[src/rtl/dh_forward_kinematics_chain_top_assert.svh]
// ----------------------------------------------------------------------------
// Assertion macros for the DH forward kinematics chain
// Concurrent checks that compile away when SYNTHESIS is defined.
// ----------------------------------------------------------------------------
`ifndef DH_FORWARD_KINEMATICS_CHAIN_TOP_ASSERT_SVH
`define DH_FORWARD_KINEMATICS_CHAIN_TOP_ASSERT_SVH
`ifndef SYNTHESIS
`define DHFK_ASSERT(lbl, prop, msg) \
    lbl: assert property (@(posedge i_clk) disable iff (!i_rst_n) prop) else $error(msg);
`define DHFK_ASSERT_ALWAYS(lbl, prop, msg) \
    lbl: assert property (@(posedge i_clk) prop) else $error(msg);
`else
`define DHFK_ASSERT(lbl, prop, msg)
`define DHFK_ASSERT_ALWAYS(lbl, prop, msg)
`endif
`endif

[src/rtl/dhfk_pkg.sv]
// ----------------------------------------------------------------------------
// dhfk_pkg
// Types, constants and fixed-point helpers shared by the DH chain modules.
// ----------------------------------------------------------------------------
package dhfk_pkg;

    localparam int unsigned CorSteps = 30;
    localparam int unsigned FifoDepth = 2;

    typedef logic signed [35:0] t_cw;

    localparam t_cw COR_GAIN = 36'sd652032874;
    localparam t_cw ONE_Q30 = 36'sd1073741824;
    localparam logic signed [40:0] POS_MAX = 41'sd262143;
    localparam logic signed [40:0] POS_MIN = -41'sd262144;

    typedef struct packed {
        logic [31:0]        theta;
        logic [31:0]        alpha;
        logic signed [15:0] d;
        logic signed [15:0] a;
        logic               last;
    } t_job;

    typedef struct packed {
        logic start;
        logic vec;
        t_cw  x;
        t_cw  y;
        t_cw  z;
    } t_cor_req;

    typedef struct packed {
        logic done;
        t_cw  x;
        t_cw  y;
        t_cw  z;
    } t_cor_rsp;

    typedef struct packed {
        logic [4:0]         frame_index;
        logic signed [18:0] origin_x;
        logic signed [18:0] origin_y;
        logic signed [18:0] origin_z;
        logic signed [18:0] shifted_x;
        logic signed [18:0] shifted_y;
        logic signed [18:0] shifted_z;
        logic signed [14:0] pitch;
        logic               chain_end;
    } t_result;

    typedef enum logic [3:0] {
        ST_IDLE,
        ST_LOAD_T,
        ST_WAIT_T,
        ST_LOAD_A,
        ST_WAIT_A,
        ST_DH,
        ST_MAT,
        ST_SHIFT,
        ST_SQ,
        ST_SQRT,
        ST_VLOAD,
        ST_VWAIT,
        ST_DEG,
        ST_DONE
    } t_state;

    // Arctangent of 2^-i as a binary angle (2^32 per turn).
    function automatic t_cw atan_bam(input logic [4:0] idx);
        t_cw v;
        case (idx)
            5'd0:  v = 36'h020000000;
            5'd1:  v = 36'h012E4051D;
            5'd2:  v = 36'h009FB385B;
            5'd3:  v = 36'h0051111D4;
            5'd4:  v = 36'h0028B0D43;
            5'd5:  v = 36'h00145D7E1;
            5'd6:  v = 36'h000A2F61E;
            5'd7:  v = 36'h000517C55;
            5'd8:  v = 36'h00028BE53;
            5'd9:  v = 36'h000145F2F;
            5'd10: v = 36'h0000A2F98;
            5'd11: v = 36'h0000517CC;
            5'd12: v = 36'h000028BE6;
            5'd13: v = 36'h0000145F3;
            5'd14: v = 36'h00000A2FA;
            5'd15: v = 36'h00000517D;
            5'd16: v = 36'h0000028BE;
            5'd17: v = 36'h00000145F;
            5'd18: v = 36'h000000A30;
            5'd19: v = 36'h000000518;
            5'd20: v = 36'h00000028C;
            5'd21: v = 36'h000000146;
            5'd22: v = 36'h0000000A3;
            5'd23: v = 36'h000000051;
            5'd24: v = 36'h000000029;
            5'd25: v = 36'h000000014;
            5'd26: v = 36'h00000000A;
            5'd27: v = 36'h000000005;
            5'd28: v = 36'h000000003;
            5'd29: v = 36'h000000001;
            default: v = '0;
        endcase
        return v;
    endfunction

    // Round a Q30 product sum once: add half, floor shift by 30.
    function automatic logic signed [39:0] rnd30(input logic signed [69:0] v);
        logic signed [69:0] t;
        t = v + 70'sd536870912;
        return t[69:30];
    endfunction

    function automatic logic signed [31:0] sat32(input logic signed [39:0] v);
        logic signed [31:0] r;
        if (v > 40'sd2147483647) begin
            r = 32'sh7FFFFFFF;
        end else if (v < -40'sd2147483648) begin
            r = 32'sh80000000;
        end else begin
            r = v[31:0];
        end
        return r;
    endfunction

    function automatic logic signed [18:0] sat_pos(input logic signed [40:0] v);
        logic signed [40:0] r;
        if (v > POS_MAX) begin
            r = POS_MAX;
        end else if (v < POS_MIN) begin
            r = POS_MIN;
        end else begin
            r = v;
        end
        return r[18:0];
    endfunction

    // Clamp a CORDIC output to the unit range and undo the half-turn fold.
    function automatic logic signed [31:0] sat_unit(input t_cw v, input logic flip);
        t_cw c;
        t_cw r;
        if (v > ONE_Q30) begin
            c = ONE_Q30;
        end else if (v < -ONE_Q30) begin
            c = -ONE_Q30;
        end else begin
            c = v;
        end
        r = flip ? -c : c;
        return r[31:0];
    endfunction

endpackage

[src/rtl/dhfk_front.sv]
// ----------------------------------------------------------------------------
// dhfk_front
// Accepts joint words and turns both angles into 32 bit binary angles.
// ----------------------------------------------------------------------------
module dhfk_front import dhfk_pkg::*; (
    input  logic               i_clk,
    input  logic               i_rst_n,
    input  logic               i_valid,
    output logic               o_ready,
    input  logic signed [15:0] i_joint_angle,
    input  logic signed [15:0] i_theta_offset,
    input  logic signed [15:0] i_link_offset_d,
    input  logic signed [15:0] i_link_length_a,
    input  logic signed [15:0] i_link_twist,
    input  logic               i_last_joint,
    output logic               o_push_valid,
    input  logic               i_push_ready,
    output t_job               o_push_job
);

    logic               r_v;
    logic signed [15:0] r_jang;
    logic signed [15:0] r_toff;
    logic signed [15:0] r_d;
    logic signed [15:0] r_a;
    logic signed [15:0] r_tw;
    logic               r_last;
    logic signed [33:0] w_pj;
    logic signed [33:0] w_pt;
    logic signed [33:0] w_pa;

    assign o_ready = !r_v || i_push_ready;

    always_ff @(posedge i_clk) begin
        if (!i_rst_n) begin
            r_v <= 1'b0;
        end else if (i_valid && o_ready) begin
            r_v    <= 1'b1;
            r_jang <= i_joint_angle;
            r_toff <= i_theta_offset;
            r_d    <= i_link_offset_d;
            r_a    <= i_link_length_a;
            r_tw   <= i_link_twist;
            r_last <= i_last_joint;
        end else if (i_push_ready) begin
            r_v <= 1'b0;
        end
    end

    // Hundredths of a degree and Q3.13 radians both scale to a full 2^32 turn.
    assign w_pj = r_jang * 18'sd119305;
    assign w_pt = r_toff * 18'sd83443;
    assign w_pa = r_tw * 18'sd83443;

    assign o_push_valid     = r_v;
    assign o_push_job.theta = w_pj[31:0] + w_pt[31:0];
    assign o_push_job.alpha = w_pa[31:0];
    assign o_push_job.d     = r_d;
    assign o_push_job.a     = r_a;
    assign o_push_job.last  = r_last;

endmodule

[config.mk]
export PLATFORM = sky130hd
export DESIGN_NAME = dhfk_front
export DESIGN_NICKNAME = d
export VERILOG_FILES = /design/src/rtl/dh_forward_kinematics_chain_top_assert.svh /design/src/rtl/dhfk_pkg.sv /design/src/rtl/dhfk_front.sv
export SDC_FILE = /design/constraint.sdc
export NUM_CORES = 1
export LEC_CHECK = 0
export ABC_AREA = 1
export BUFFER_PORTS_ARGS = -buffer_cell sky130_fd_sc_hd__buf_4
export CORE_MARGIN = 1.5
export CORE_UTILIZATION = 40
export DETAILED_ROUTE_END_ITERATION = 10
export MAX_ROUTING_LAYER = met4
export SETUP_SLACK_MARGIN = 0.05
export SYNTH_ARGS = -nofsm -noshare
export SYNTH_HDL_FRONTEND = slang
export SYNTH_SLANG_ARGS = --single-unit
[constraint.sdc]
create_clock -name i_clk -period 8.18 [get_ports i_clk]
set_input_delay 0.818 -clock i_clk [delete_from_list [all_inputs] [get_ports i_clk]]
set_output_delay 0.818 -clock i_clk [all_outputs]
set_load 0.005 [all_outputs]
* Word-level counts from Yosys, hierarchy flattened *
Cells that the tools add are included.

cells by class
  add/subtract/negate cells = 1
  $mul = 3
  mux-type cells = 2
  reductions and logical operators = 5

operator list
  operator                                                                count
  16-bit by 18-bit multiplier with 32-bit output (second input constant)  3
  32-bit adder                                                            1
  1-bit two-way mux                                                       2
  2-bit AND reduction                                                     1
  2-bit nonzero test                                                      1
  1-bit logical AND                                                       1
  1-bit logical NOT                                                       1
  1-bit logical OR                                                        1

word-level totals
  bits in registers = 82
  word-level logic and storage cells = 18

* Depth between registers and ports, before layout *
  depth after elaboration = 4
  gate-level depth with buffers = 27

* Worst setup path before layout *
OpenSTA, ideal clock, no wires.

  path kind = input to register
  start = input port i_valid
  end = register r_a[0] (enable)
  data arrival time = 6351 ps
  data required time = 7561 ps
  slack = 1210 ps
  stages = 2
  cells stage by stage = inv_1 -> nor3_1

on the way
  longest elaborated chain between the ends = 2

ends and longest elaborated chain
  item                                  RTL line          source
  from (decl)                           dhfk_front.sv:8   input logic i_valid,
  1-bit logical AND                     dhfk_front.sv:37  end else if (i_valid && o_ready) begin
  2-bit AND reduction (no source line)  -
  to (signal assigned)                  dhfk_front.sv:42  r_a <= i_link_length_a;
  to (decl)                             dhfk_front.sv:25  logic signed [15:0] r_a;

No other way between the ends.
A chain may end at the register's enable or synchronous reset.

==> results_dict.tcl <==
set metrics [dict create \
    drv_cap 0 \
    finalCritPeriodShare_pct 92.1 \
    crit_chain "fa_1, inv_1, fa_1, inv_1, fa_1, inv_1, fa_1, inv_1, fa_1, fa_1, inv_1, fa_1, inv_1, ha_1, ha_1, nand2_1, inv_1, a21oi_1, nand3_1, nand2_1, nand2_1, xor2_1, buf_4" \
    cts_tree "yes" \
    remaining_drc_errors 0 \
    endpoint "o_push_job[82]" \
    hold_start "o_push_valid" \
    place_hpwl_mm 42.6 \
    wire_per_inst_um 16.5 \
    min_path_type "register to register" \
    hold_viol 0 \
    rsz0062_at_grt "no" \
    slew_headroom_pct 49.9 \
    drive_gt1_share_pct 10.5 \
    cts_buffer_depth 2 \
    yosys_warnings 0 \
    fmax_mhz 133 \
    gp_congestion 0.937 \
    worst_r2r_startpoint "o_push_valid" \
    start_kind "register" \
    antenna_found_initial 0 \
    ys_seq_elements 82 \
    cts_hold_buf 0 \
    syn_inst 2028 \
    finalCriticalPeriod_ps 7540 \
    port_buffers 183 \
    max_stage_delay_ps 640 \
    syn-num-nets 2793 \
    stdcell_count 2829 \
    diodes 0 \
    die_area_sq_mm 0.0474 \
    fin_area_sq_mm 0.0209 \
    worst-setup-path-type "register to output pin" \
    cts_root_buf "clkbuf_16" \
    clkLatencyLatePin_ps 360 \
    clock_sinks 82 \
    grt_max_degree 50 \
    crit_start "r_toff[4]" \
    dr.pass1.iters 5 \
    drt_iter0_markers 637 \
    status "completed" \
    postCtsSetupRepairBufs 0 \
    fin_skew_ps 7.93 \
    yosysUniqueCellTypes 31 \
    arrival_ps 6720 \
    totalWireLength_mm 46.7 \
    ff2ff_path_depth 4 \
    syn_to_final_growth_pct 13.3 \
    placed_area_sq_mm 0.0206 \
    syn_area_sq_mm 0.0184 \
    die_w_um 218 \
    nNetsFinal 2989 \
    cts_resized 0 \
    clk_pin_slew_ps 60 \
    avgViaCountPerCell 4.73 \
    r2r_end "r_tw[5]" \
    num_io_pins 184 \
    dp_cells 2813 \
    nFillCells 4402 \
    crit_fanout 6 \
    setup_tns_ps 0 \
    slowest_stage "fa_1" \
    avgSynthCellArea_sq_um 9.09 \
    maxSlewViolCount 0 \
    grt_pass1_vias 14200 \
    track_usage_pct 21.3 \
    end_kind "output pin" \
    tightest_slew_ps 751 \
    cts_buffers 9 \
    setup_viol 0 \
    ant_nets 0 \
    ctsHtreeMaxLevel 3 \
    ys_seq_area_share_pct 13.3 \
    crit_required_ps 7360 \
    die_h_um 218 \
    core-area_sq_mm 0.0454 \
    grt_pass1_wl_mm 75.0 \
    initial_utilization_pct 40.6 \
    num_rows 78 \
    r2r_slack_ps 6590 \
    dr_total_vias 13400 \
    grt_overflow_total 0 \
]
[registers in the layout, indices dropped and copies added (netlist names)]
name	count
o_push_valid	1
r_a	16
r_d	16
r_jang	16
r_last	1
r_toff	16
r_tw	16
[cell type report]
cell class	instances	area [sq um]	share of cell area [%]
Tap cell	600	751	3.59
Multi-Input combinational cell	1323	13600	65.3
Clock buffer	10	239	1.14
Clock inverter	6	73.8	0.353
Sequential cell	82	2450	11.7
Timing Repair Buffer	187	1400	6.72
Inverter	621	2330	11.2
[cells in the mapped netlist]
library cell / count / share of area (%)
inv_1: 619 / 13
ha_1: 400 / 27
nand2_1: 333 / 6.8
fa_1: 280 / 30
edfxtp_1: 81 / 13
nor2_1: 69 / 1.4
nand3_1: 57 / 1.5
a21oi_1: 48 / 1.3
xor2_1: 37 / 1.8
nand4_1: 19 / 0.64
o21bai_1: 13 / 0.53
nor3_1: 11 / 0.30
o21ai_0: 10 / 0.27
nand2_2: 8 / 0.27
nor2_2: 7 / 0.24
xnor2_1: 7 / 0.33
a21o_1: 5 / 0.20
or2_2: 4 / 0.14
and2_1: 3 / 0.10
nand3_2: 3 / 0.16
buf_4: 2 / 0.081
inv_2: 2 / 0.041
nor2_4: 2 / 0.12
a21oi_2: 1 / 0.048
dfxtp_1: 1 / 0.11
nand3b_1: 1 / 0.041
nor3_2: 1 / 0.054
o21a_1: 1 / 0.041
o21ai_1: 1 / 0.027
o21ai_2: 1 / 0.048
or2_0: 1 / 0.034
[how the worst min path moves through the flow]
stage / depth (start not counted) / end / slack, ps
2_1_floorplan: 4 / o_push_valid / 560
3_3_place_gp: 4 / o_push_valid / 570
3_5_place_dp: 4 / o_push_valid / 580
4_1_cts: 4 / o_push_valid / 590
5_1_grt: 1 / r_tw[12] / 620
6_report: 4 / o_push_valid / 590
[layer usage]
metal | vias to the layer above | GRT usage [%] | wire, um
li1 | 6528 | - | -
met1 | 6517 | 30.0 | 22900
met2 | 317 | 32.8 | 20600
met3 | 32 | 3.70 | 2720
met4 | 0 | 3.13 | 514
met5 | - | - | 0
[layout by cell type, fill, tap and decap left out, drive strengths merged, types with 7 or more instances in the layout]
cell / instances
inv: 623
ha: 400
nand2: 341
fa: 280
buf: 187
edfxtp: 81
nor2: 78
nand3: 60
a21oi: 49
xor2: 37
nand4: 19
o21bai: 13
o21ai: 12
nor3: 12
clkbuf: 10
xnor2: 7
[critical path, delay by kind of cell (launching register included)]
kind / cells / cell delay (ps)
flip-flops: 1 / 530
AO/OA/AOI/OAI: 1 / 230
buffers and inverters: 8 / 590
XOR/XNOR: 1 / 220
AND/OR/NAND/NOR: 4 / 590
adder cells (fa/ha/maj): 9 / 4220
[metrics by stage]
stage / setup WS (ps) / hold slack (ps) / utilization, %
after floorplan: 1210 / 555 / -
after global placement: 1140 / 571 / 45.3
after detailed placement: 1070 / 580 / 45.3
after CTS: 648 / 590 / 46.0
after global routing: 307 / 617 / 46.0
final: 644 / 591 / 46.0
[cell families after synthesis]
group,share of synthesized area [%]
AOI/OAI and AO/OA,2.47
xor gates and xnor gates,2.09
adders and majority gates,57.6
buffers and inverters,12.7
DFF,13.3
and+or+nand+nor,11.8
Power is left out: the tool's default activity adds up to more than one toggle a clock period on the data nets, which glitch-free logic cannot reach.
