**src/rtl/dh_forward_kinematics_chain_top_assert.svh**
```systemverilog
// ----------------------------------------------------------------------------
// Assertion macros for the DH forward kinematics chain
// Concurrent checks that compile away when SYNTHESIS is defined.
// ----------------------------------------------------------------------------
`ifndef DH_FORWARD_KINEMATICS_CHAIN_TOP_ASSERT_SVH
`define DH_FORWARD_KINEMATICS_CHAIN_TOP_ASSERT_SVH
`ifndef SYNTHESIS
`define DHFK_ASSERT(lbl, prop, msg) \
    lbl: assert property (@(posedge i_clk) disable iff (!i_rst_n) prop) else $error(msg);
`define DHFK_ASSERT_ALWAYS(lbl, prop, msg) \
    lbl: assert property (@(posedge i_clk) prop) else $error(msg);
`else
`define DHFK_ASSERT(lbl, prop, msg)
`define DHFK_ASSERT_ALWAYS(lbl, prop, msg)
`endif
`endif

```
**src/rtl/dhfk_pkg.sv**
```systemverilog
// ----------------------------------------------------------------------------
// dhfk_pkg
// Types, constants and fixed-point helpers shared by the DH chain modules.
// ----------------------------------------------------------------------------
package dhfk_pkg;

    localparam int unsigned CorSteps = 30;
    localparam int unsigned FifoDepth = 2;

    typedef logic signed [35:0] t_cw;

    localparam t_cw COR_GAIN = 36'sd652032874;
    localparam t_cw ONE_Q30 = 36'sd1073741824;
    localparam logic signed [40:0] POS_MAX = 41'sd262143;
    localparam logic signed [40:0] POS_MIN = -41'sd262144;

    typedef struct packed {
        logic [31:0]        theta;
        logic [31:0]        alpha;
        logic signed [15:0] d;
        logic signed [15:0] a;
        logic               last;
    } t_job;

    typedef struct packed {
        logic start;
        logic vec;
        t_cw  x;
        t_cw  y;
        t_cw  z;
    } t_cor_req;

    typedef struct packed {
        logic done;
        t_cw  x;
        t_cw  y;
        t_cw  z;
    } t_cor_rsp;

    typedef struct packed {
        logic [4:0]         frame_index;
        logic signed [18:0] origin_x;
        logic signed [18:0] origin_y;
        logic signed [18:0] origin_z;
        logic signed [18:0] shifted_x;
        logic signed [18:0] shifted_y;
        logic signed [18:0] shifted_z;
        logic signed [14:0] pitch;
        logic               chain_end;
    } t_result;

    typedef enum logic [3:0] {
        ST_IDLE,
        ST_LOAD_T,
        ST_WAIT_T,
        ST_LOAD_A,
        ST_WAIT_A,
        ST_DH,
        ST_MAT,
        ST_SHIFT,
        ST_SQ,
        ST_SQRT,
        ST_VLOAD,
        ST_VWAIT,
        ST_DEG,
        ST_DONE
    } t_state;

    // Arctangent of 2^-i as a binary angle (2^32 per turn).
    function automatic t_cw atan_bam(input logic [4:0] idx);
        t_cw v;
        case (idx)
            5'd0:  v = 36'h020000000;
            5'd1:  v = 36'h012E4051D;
            5'd2:  v = 36'h009FB385B;
            5'd3:  v = 36'h0051111D4;
            5'd4:  v = 36'h0028B0D43;
            5'd5:  v = 36'h00145D7E1;
            5'd6:  v = 36'h000A2F61E;
            5'd7:  v = 36'h000517C55;
            5'd8:  v = 36'h00028BE53;
            5'd9:  v = 36'h000145F2F;
            5'd10: v = 36'h0000A2F98;
            5'd11: v = 36'h0000517CC;
            5'd12: v = 36'h000028BE6;
            5'd13: v = 36'h0000145F3;
            5'd14: v = 36'h00000A2FA;
            5'd15: v = 36'h00000517D;
            5'd16: v = 36'h0000028BE;
            5'd17: v = 36'h00000145F;
            5'd18: v = 36'h000000A30;
            5'd19: v = 36'h000000518;
            5'd20: v = 36'h00000028C;
            5'd21: v = 36'h000000146;
            5'd22: v = 36'h0000000A3;
            5'd23: v = 36'h000000051;
            5'd24: v = 36'h000000029;
            5'd25: v = 36'h000000014;
            5'd26: v = 36'h00000000A;
            5'd27: v = 36'h000000005;
            5'd28: v = 36'h000000003;
            5'd29: v = 36'h000000001;
            default: v = '0;
        endcase
        return v;
    endfunction

    // Round a Q30 product sum once: add half, floor shift by 30.
    function automatic logic signed [39:0] rnd30(input logic signed [69:0] v);
        logic signed [69:0] t;
        t = v + 70'sd536870912;
        return t[69:30];
    endfunction

    function automatic logic signed [31:0] sat32(input logic signed [39:0] v);
        logic signed [31:0] r;
        if (v > 40'sd2147483647) begin
            r = 32'sh7FFFFFFF;
        end else if (v < -40'sd2147483648) begin
            r = 32'sh80000000;
        end else begin
            r = v[31:0];
        end
        return r;
    endfunction

    function automatic logic signed [18:0] sat_pos(input logic signed [40:0] v);
        logic signed [40:0] r;
        if (v > POS_MAX) begin
            r = POS_MAX;
        end else if (v < POS_MIN) begin
            r = POS_MIN;
        end else begin
            r = v;
        end
        return r[18:0];
    endfunction

    // Clamp a CORDIC output to the unit range and undo the half-turn fold.
    function automatic logic signed [31:0] sat_unit(input t_cw v, input logic flip);
        t_cw c;
        t_cw r;
        if (v > ONE_Q30) begin
            c = ONE_Q30;
        end else if (v < -ONE_Q30) begin
            c = -ONE_Q30;
        end else begin
            c = v;
        end
        r = flip ? -c : c;
        return r[31:0];
    endfunction

endpackage

```
**src/rtl/dhfk_fifo.sv**
```systemverilog
// ----------------------------------------------------------------------------
// dhfk_fifo
// Two-entry queue between the angle front end and the transform engine.
// ----------------------------------------------------------------------------
module dhfk_fifo import dhfk_pkg::*; (
    input  logic i_clk,
    input  logic i_rst_n,
    input  logic i_push_valid,
    output logic o_push_ready,
    input  t_job i_push_job,
    output logic o_pop_valid,
    input  logic i_pop,
    output t_job o_pop_job
);

    t_job                          r_mem [FifoDepth];
    logic [$clog2(FifoDepth)-1:0]  r_wp;
    logic [$clog2(FifoDepth)-1:0]  r_rp;
    logic [$clog2(FifoDepth):0]    r_cnt;
    logic                          w_push;
    logic                          w_pop;

    assign o_push_ready = (r_cnt != ($clog2(FifoDepth) + 1)'(FifoDepth));
    assign o_pop_valid  = (r_cnt != '0);
    assign w_push       = i_push_valid && o_push_ready;
    assign w_pop        = i_pop && o_pop_valid;
    assign o_pop_job    = r_mem[r_rp];

    always_ff @(posedge i_clk) begin
        if (w_push) begin
            r_mem[r_wp] <= i_push_job;
        end
    end

    always_ff @(posedge i_clk) begin
        if (!i_rst_n) begin
            r_wp  <= '0;
            r_rp  <= '0;
            r_cnt <= '0;
        end else begin
            if (w_push) begin
                r_wp <= r_wp + 1'b1;
            end
            if (w_pop) begin
                r_rp <= r_rp + 1'b1;
            end
            if (w_push && !w_pop) begin
                r_cnt <= r_cnt + 1'b1;
            end else if (w_pop && !w_push) begin
                r_cnt <= r_cnt - 1'b1;
            end
        end
    end

endmodule

```
**config.mk**
```make
export PLATFORM = sky130hd
export DESIGN_NAME = dhfk_fifo
export DESIGN_NICKNAME = d
export VERILOG_FILES = /design/src/rtl/dh_forward_kinematics_chain_top_assert.svh /design/src/rtl/dhfk_pkg.sv /design/src/rtl/dhfk_fifo.sv
export SDC_FILE = /design/constraint.sdc
export NUM_CORES = 1
export LEC_CHECK = 0
export BUFFER_PORTS_ARGS = -buffer_cell sky130_fd_sc_hd__buf_2
export CAP_MARGIN = 20
export CORE_MARGIN = 5
export CORE_UTILIZATION = 40
export CTS_BUF_LIST = sky130_fd_sc_hd__clkbuf_8
export DETAILED_ROUTE_END_ITERATION = 10
export GPL_TIMING_DRIVEN = 0
export PLACE_DENSITY_LB_ADDON = 0.1
export SLEW_MARGIN = 40
export SYNTH_ARGS = -nofsm -noshare
export SYNTH_HDL_FRONTEND = slang
export SYNTH_SLANG_ARGS = --single-unit
```
**constraint.sdc**
```tcl
create_clock -name i_clk -period 5.7 [get_ports i_clk]
set_clock_uncertainty 0.05 [all_clocks]
set_input_delay 0.57 -clock i_clk [delete_from_list [all_inputs] [get_ports i_clk]]
set_output_delay 0.57 -clock i_clk [all_outputs]
set_load 0.01 [all_outputs]
```
## Word level (Yosys, flattened, before mapping)

Memory sizes are Yosys's and may differ from the RTL's. A register that Yosys moved wholly into a read port is not among the register bits.
Cells that the tools add are included.

| word-level totals | value |
|---|---|
| flip-flop bits (word level) | 4 |
| bits in writable memories | 194 |
| word-level logic and storage cells | 23 |
| memories kept | 1 |

| operators by class | value |
|---|---|
| add/subtract/negate cells | 4 |
| equality and inequality tests | 1 |
| mux-type cells | 6 |
| reduce and logical (&&, ||, !) cells | 8 |

Memories:

| name | depth | width | read ports | clocked after Yosys merged registers in | wr ports | line | source |
|---|---|---|---|---|---|---|---|
| r_mem | 2 | 97 | 1 | 1 | 1 | dhfk_fifo.sv:16 | `t_job r_mem [FifoDepth];` |

Operator list:

| operator | count |
|---|---|
| $logic_and A1 B1 Y1 | 4 |
| $mux W1 | 4 |
| $mux W2 | 2 |
| $reduce_bool A2 Y1 | 2 |
| $add A1 B1 Y1 const B | 2 |
| $add A2 B1 Y2 const B | 1 |
| $logic_not A1 Y1 | 2 |
| $ne A2 B2 Y1 const B | 1 |
| $sub A2 B1 Y2 const B | 1 |

## Logic depth before layout (Yosys ltp)

Gate-level depths: netlist of run 1.

| depth | value |
|---|---|
| depth in word-level cells | 6 |
| depth in mapped cells | 6 |
| gate-level depth less buffers | 6 |

## Worst setup path before layout of run 1

OpenSTA, ideal clock, no wires.

| timing | value |
|---|---|
| kind | reg2reg |
| from | register r_cnt[0] |
| to | memory r_mem[1][0] (netlist bit), enable pin |
| setup time | 0.467 ns |
| arrival time | 2.869 ns |
| slack | 2.314 ns |
| stages on the path, launching flop included | 3 |
| path buffers | 0 |
| cells stage by stage | dfxtp_1 nand2b_4 and3_1 |

| on the way | value |
|---|---|
| cells in the longest elaborated chain, start to end | 4 |

Ends and longest elaborated chain:

| item | line | source |
|---|---|---|
| start, declared | dhfk_fifo.sv:19 | `logic [$clog2(FifoDepth):0] r_cnt;` |
| start signal, assigned | dhfk_fifo.sv:48 | `r_cnt <= r_cnt + 1'b1;` |
| start signal, assigned | dhfk_fifo.sv:50 | `r_cnt <= r_cnt - 1'b1;` |
| $ne A2 B2 Y1 | dhfk_fifo.sv:23 | `assign o_push_ready = (r_cnt != ($clog2(FifoDepth) + 1)'(FifoDepth));` |
| via o_push_ready | dhfk_fifo.sv:9 | `output logic o_push_ready,` |
| $logic_and A1 B1 Y1 | dhfk_fifo.sv:25 | `assign w_push = i_push_valid && o_push_ready;` |
| $mux W1 | dhfk_fifo.sv:30 | `if (w_push) begin` |
| $mux W1 (implied by the code) | dhfk_fifo.sv:31 | `r_mem[r_wp] <= i_push_job;` |
| end, declared | dhfk_fifo.sv:16 |  |

The timed path passes the listed nets, and every way through them passes these cells.

==> summary.txt, run 1 <==
Status
  – Status: complete, no violations

Worst setup path
  – Critical path launch point type: register
  – Worst EP arrival: 1.74 ns
  – Critical path required time: between 5 and 6 ns
  – Crit path capture type: output pin
  – Crit path kind: reg -> out
  – CP Max Fanout: 10

STA
  – Post-layout minimum cycle time: 2.362 ns
  – Worst rel slew slack: between 70% and 80%
  – Crit share post-route: 41.43%
  – Final hold vios: 0
  – FMAX: 0.4234 GHz
  – Worst-Margin Slew: 0.4276 ns
  – Total negative slack: 0 ns
  – RSZ-0062 raised after global routing: false
  – Slew Viols, Final: 0
  – Setup Viol. Count Final: 0

Clock network
  – Post-CTS sizing: 0
  – Clock latency at the later pin of the worst-skew pair: approximately 0.45 ns
  – CTS tree: yes
  – Post-CTS Setup Inserts: 0
  – CTS sink cnt: approximately 200
  – CTS Buffer Depth: 2
  – TritonCTS Buffers: 17
  – Hold_buf cts: 0
  – Max H-tree Level: 4
  – Clock transition at path regs: approximately 0.1 ns
  – Root buffer cell: clkbuf_8

Floorplanning
  – Boundary Pins: 200
  – Cell row count: 49
  – Initial Utilization: roughly 40%
  – Core area: approximately 0.018 sq mm
  – Die Width: about 150 microns
  – Die Ht: around 150 microns
  – Die area: approximately 0.021 sq mm

Route
  – Total Routed Length: around 14000 microns
  – Router iterations before antenna repair: 4
  – Via density: between 4 and 5
  – DR iter-0 viols: between 150 and 200
  – Avg WL per Cell: between 15 and 20 microns
  – Vias: approximately 3700
  – DRC: 0
  – Final ANT Viol Nets: 0

Power
  – Switching pwr: 1.058 mW
  – Internal power: about 2.8 mW
  – Sw Share: around 28%
  – Combinational power share: a little over a quarter
  – Flop pwr share: approximately 50%
  – Cell area power density: 419.5 mW/mm^2
  – Power share of the clock group: around a quarter
  – Leakage Power: 3.448 nW
  – Peak supply drop: just under 0.3 mV

Logic synthesis
  – Yosys warnings: 0
  – Top FF cell, synth: edfxtp_1
  – Syn avg cell area: 22.58 sq um
  – Sequential area share after synthesis: between 80% and 90%
  – Mapped Area: between 0.007 and 0.008 sq mm
  – EDFF count, synth: between 150 and 200
  – Post-Syn Nets: between 400 and 500
  – #FFs+latches synth: 199
  – Synth cell types: 21
  – Async S/R FF share, synth: 0%
  – Post-synthesis instance total: about 330

Cells and area
  – Layout cells sized above 1: slightly above 60%
  – Synthesis-to-finish area growth: 24.16%
  – Non-Filler Instances: 791
  – Final #Nets: roughly 650

Place
  – Cell count after placement: between 700 and 800
  – PortBufs: around 200
  – GP Congestion: about 0.72
  – Final HPWL from detailed placement: roughly 9700 microns

GRT
  – Initial antenna violation count: 2
  – Vias in the first global route: a little over 4000
  – Pin count of the biggest net entering global routing: 52
  – All-Layer GR Usage: a little over an eighth
  – First-pass GRT wire length: 21800 microns
  – Overflow after GRT: 0

Min path
  – Worst min-delay path class: in -> reg

Flow run
  – Max-cap violations: 0
## placed cells by master (no fill, tap or decap), types with 2 or more instances in the layout
cell type / count
and2_1: 4
buf_12: 2
buf_2: 205
buf_6: 5
bufinv_16: 3
clkbuf_8: 17
clkinv_2: 3
clkinvlp_4: 4
dfxtp_1: 5
diode_2: 2
edfxtp_1: 194
inv_6: 3
inv_8: 2
mux2_2: 67
mux2_4: 30
xnor2_1: 2
## stage by stage
step	utilization [%]	hold WS (ns)	total power [mW]	worst slack [ns]	cell area [sq um]
floorplan	-	0.4624	2.578	2.314	7360
global placement	47.95	0.4748	2.964	0.8805	8642
detailed placement	48.39	0.5140	2.974	3.730	8722
CTS	50.67	0.2007	3.901	3.259	9133
global route	50.68	0.1899	4.045	3.217	9135
finish	50.69	0.2466	3.833	3.338	9138
## sequential cells by signal, indices dropped and copies added, names as in the netlist, named ones only
signal  flops
r_mem     194
r_cnt       2
r_rp        1
r_wp        1
## final timing paths
| path | start | endpoint | slack (ns) | cells past startpoint |
|---|---|---|---|---|
| max | register | o_pop_job[60] | 3.34 | 5 |
| min | i_push_job[39] | r_mem[0][39] | 0.25 | 1 |
| max reg2reg | r_cnt[0] | r_mem[0][72] | 3.83 | 4 |
| min reg2reg | r_cnt[1] | r_cnt[1] | 0.53 | 2 |
## Yosys cell counts (2+ instances only)
cell type,instances,area [sq um]
mux2_2,67,754.5
edfxtp_1,194,5826
xnor2_1,2,17.52
buf_2,6,30.03
buf_6,5,56.30
dfxtp_1,5,100.1
mux2_4,30,450.4
and2_1,4,25.02
## cell families after synthesis
| logic type | count (synthesis) | synth area share [%] |
|---|---|---|
| compound gates | 5 | 0.4760 |
| xor+xnor | 3 | 0.3571 |
| fa+ha+maj | 1 | 0.1700 |
| buf+inv | 12 | 1.224 |
| flops | 199 | 80.52 |
| mux | 97 | 16.37 |
| simple gates | 9 | 0.8842 |
## layout make-up
class | instances | area, sq um
inverter | 1 | 11.26
tap | 229 | 286.5
clock inverter | 15 | 176.4
fill | 1589 | 8887
multi-input combinational | 115 | 1349
sequential | 199 | 5926
antenna | 2 | 5.005
clock buffer | 17 | 234.0
buffer | 11 | 86.33
timing repair buffer | 202 | 1064
## worst max-delay path: stages (launching register included)
cell     delay, ns
dfxtp_1       0.34
buf_6         0.14
buf_6         0.16
buf_6         0.19
mux2_4        0.31
buf_2         0.14
## routing by layer
metal	share of wire, %	global-route usage [%]	up-vias	routed length (microns)
met5	0.14	0	-	20
met2	51	22.09	129	7049
met1	41	15.86	1790	5655
li1	-	-	1735	-
met3	6.2	4.329	24	856
met4	2.2	5.410	2	299
## power groups by stage
stage / Sequential [mW] / Combinational, mW / Clock, mW
after detailed placement: 1.90 / 1.07 / 0
after CTS: 1.87 / 1.07 / 0.956
after global placement: 1.93 / 1.04 / 0
final: 1.87 / 1.04 / 0.920
after floorplan: 1.91 / 0.671 / 0
after global routing: 1.88 / 1.13 / 1.03
Note: power is estimated with default switching activity, not from simulation.
==> run 2: changes to the inputs <==
Clock period 5.7 ns to 2.2 ns, I/O delays scaled along.
==> run 2 against run 1 <==
  * Cell area grew 12%
  * Wire length grew 5.1%
  * Final cell count grew 13%
  * Clock-buffer cell count is the same
  * Via count grew 10%
  * Sequential share of layout area shrank 6.9 points
  * First-iteration DRC count shrank 13%
  * Critical path type unchanged
  * Combinational power grew to 2.8 times the previous value
  * Die area is the same
  * Total power grew to 2.7 times the previous value
==> summary.txt, run 2 (same netlist as run 1, synthesis figures left out) <==
Place
  – Pre-CTS setup slack: 0.4303 ns (-3.300 ns)
  – Final HPWL from detailed placement: 9790 microns (+1.0%)
  – GP Congestion: 0.7153 (-1.3%)
  – PortBufs: 199 (unchanged)
  – Cell count after placement: 762 (+0.66%)

Worst setup path
  – CP max stage cell: dfxtp_1
  – Critical path launch point type: register
  – CP delay by family, top: buffers and inverters
  – WP depth: 5 (unchanged)
  – CP max stage delay: 0.33 ns (about the same)
  – Worst EP arrival: 1.75 ns (about the same)
  – CP Cell Sequence: buf_6 > buf_6 > buf_6 > mux2_4 > buf_2
  – CP bufs+invs: 4 (unchanged)
  – Most used cell along the critical path: buf_6
  – Reg2reg path depth: 5 (+1)
  – Critical path required time: 1.93 ns (-3.15 ns)
  – CP Max Fanout: 10 (unchanged)
  – Crit path capture type: output pin
  – Crit path kind: reg -> out

Cells and area
  – Largest regs: r_mem (194), r_cnt (2)
  – Max FFs per register: 194 (unchanged)
  – Multi-input logic area: 0.001349 sq mm (unchanged)
  – Layout cells sized above 1: 52.57% (-9.2 points)
  – Final #Nets: 752 (+16%)
  – Synthesis-to-finish area growth: 39.03%
  – Most frequent cells in the layout: buf_2 (205), edfxtp_1 (194), dlygate4sd3_1 (98)
  – Top reg by flops: r_mem
  – Most common cell after layout, fill and taps aside: buf_2
  – Seq. cell area: 0.005927 sq mm (about the same)
  – Post-layout util: 56.77% (+6.1 points)
  – Fillers: 1427 (-10%)
  – Number of inserted diodes: 0 (-2)
  – Non-Filler Instances: 891 (+13%)

STA
  – Slew Viols, Final: 0 (unchanged)
  – Worst rel slew slack: 75.20% (+3.7 points)
  – Setup Viol. Count Final: 0 (unchanged)
  – Worst-Margin Slew: 0.3712 ns (-0.05646 ns)
  – Crit share post-route: roughly nine tenths
  – Post-layout minimum cycle time: 2.016 ns
  – Setup slack after layout: 0.1841 ns (-3.154 ns)
  – RSZ-0062 raised after global routing: false
  – FMAX: between 0.4 and 0.5 GHz
  – Final hold vios: 0 (unchanged)

Clock network
  – Post-CTS Setup Inserts: 0 (unchanged)
  – Root buffer cell: clkbuf_8
  – TritonCTS Buffers: 17 (unchanged)
  – Max H-tree Level: 4 (unchanged)
  – Post-CTS sizing: 0 (unchanged)
  – CTS Buffer Depth: 2 (unchanged)
  – CTS tree: yes
  – Clock latency at the later pin of the worst-skew pair: 0.44 ns (about the same)
  – Clock transition at path regs: 0.09 ns (about the same)
  – CTS sink cnt: 199 (unchanged)

GRT
  – GR Util met3: 5.139% (+0.81 points)
  – First-pass GRT wire length: 23250 microns (+6.6%)
  – Overflow after GRT: 0 (unchanged)
  – Vias in the first global route: 4510 (+11%)
  – All-Layer GR Usage: 13.91% (+0.68 points)
  – GR Util met1: 16.59% (+0.73 points)
  – Global route hottest layer: met2
  – Pin count of the biggest net entering global routing: 31 (-40%)
  – Initial antenna violation count: 0 (-2)
  – GRT met2 Usage: 23.09% (+0.99 points)

Floorplanning
  – Cell row count: 49 (unchanged)
  – Die Ht: 145.6 microns (unchanged)
  – Die area: 0.02121 sq mm (unchanged)
  – Boundary Pins: 200 (unchanged)
  – Initial Utilization: 40.83% (unchanged)
  – Die Width: 145.6 microns (unchanged)
  – Core area: 0.01802 sq mm (unchanged)

Min path
  – WHS Path Cells: 3 (+2)
  – Worst min-delay path class: in -> reg

Power
  – Peak supply drop: 0.4420 mV (+48%)
  – Cell area power density: 997.8 mW/mm^2 (+140%)
  – Leakage Power: 3.910 nW (+13%)

Route
  – Avg WL per Cell: 16.37 microns (-6.7%)
  – Final ANT Viol Nets: 0 (unchanged)
  – Via density: 4.550 (-2.2%)
  – DRC: 0 (unchanged)
  – Router iterations before antenna repair: 4 (unchanged)
  – Total Routed Length: 14590 microns (+5.1%)
  – DR iter-0 viols: 152 (-13%)
  – Vias: 4054 (+10%)

Flow run
  – Max-cap violations: 0 (unchanged)

Status
  – Status: complete, no violations
==> run 2: cell types whose count changed in the layout (fill, tap and decap cells not counted), moves of 3 or more <==
cell           delta
clkinv_4          +3
dlygate4sd3_1    +98
clkinv_1          +3
buf_12            +3
==> run 2: through the flow <==
stage               hold slack, ns  setup TNS (ns)  power (mW)  instance area, sq um
CTS                        0.02054               0       10.39                 10230
floorplan                   0.2689          -33.43       6.665                  7366
global placement            0.3569         -193.51       7.666                  8648
finish                     0.06149               0       10.21                 10230
global route               0.04011               0       10.75                 10230
detailed placement          0.3607               0       7.819                  8835
==> run 2: tightest hold or removal path: stages <==
cell and delay [ns]:
buf_2 0.11, a21bo_2 0.12, a21boi_0 0.06
==> run 2: final timing paths <==
| check | startpoint | end | slack [ns] |
|---|---|---|---|
| setup reg to reg | r_cnt[1] | r_mem[0][52] | 0.44 |
| setup / recovery | register | o_pop_job[73] | 0.18 |
| hold reg to reg | r_cnt[1] | r_cnt[1] | 0.52 |
| hold / removal | i_push_valid | r_wp | 0.06 |
==> run 2: final cells by class <==
| cell class | instances | area share, % |
|---|---|---|
| flip-flops and latches | 199 | 57.92 |
| repair buffers | 305 | 21.11 |
| multi-input cells | 115 | 13.18 |
| well taps | 229 | 2.800 |
| clock buffers | 17 | 2.287 |
| clock inverters | 14 | 1.785 |
| plain buffers | 11 | 0.8437 |
| inverters | 1 | 0.07337 |
==> run 2: timing repair <==
action,4_1_cts,5_1_grt
setup endpoints to repair,0,0
hold endpoints to repair,199,0
hold buffers,98,0
==> run 2: metal layers <==
metal / part of all wire, % / wire [microns]
met5: 0 / 0
met3: 7.4 / 1084
met4: 1.9 / 278
met2: 49 / 7218
met1: 41 / 6004
==> run 2: report_power, final <==
group	switching, mW	internal (mW)
Sequential	0.117	4.72
Clock	1.19	1.22
Combinational	1.42	1.54
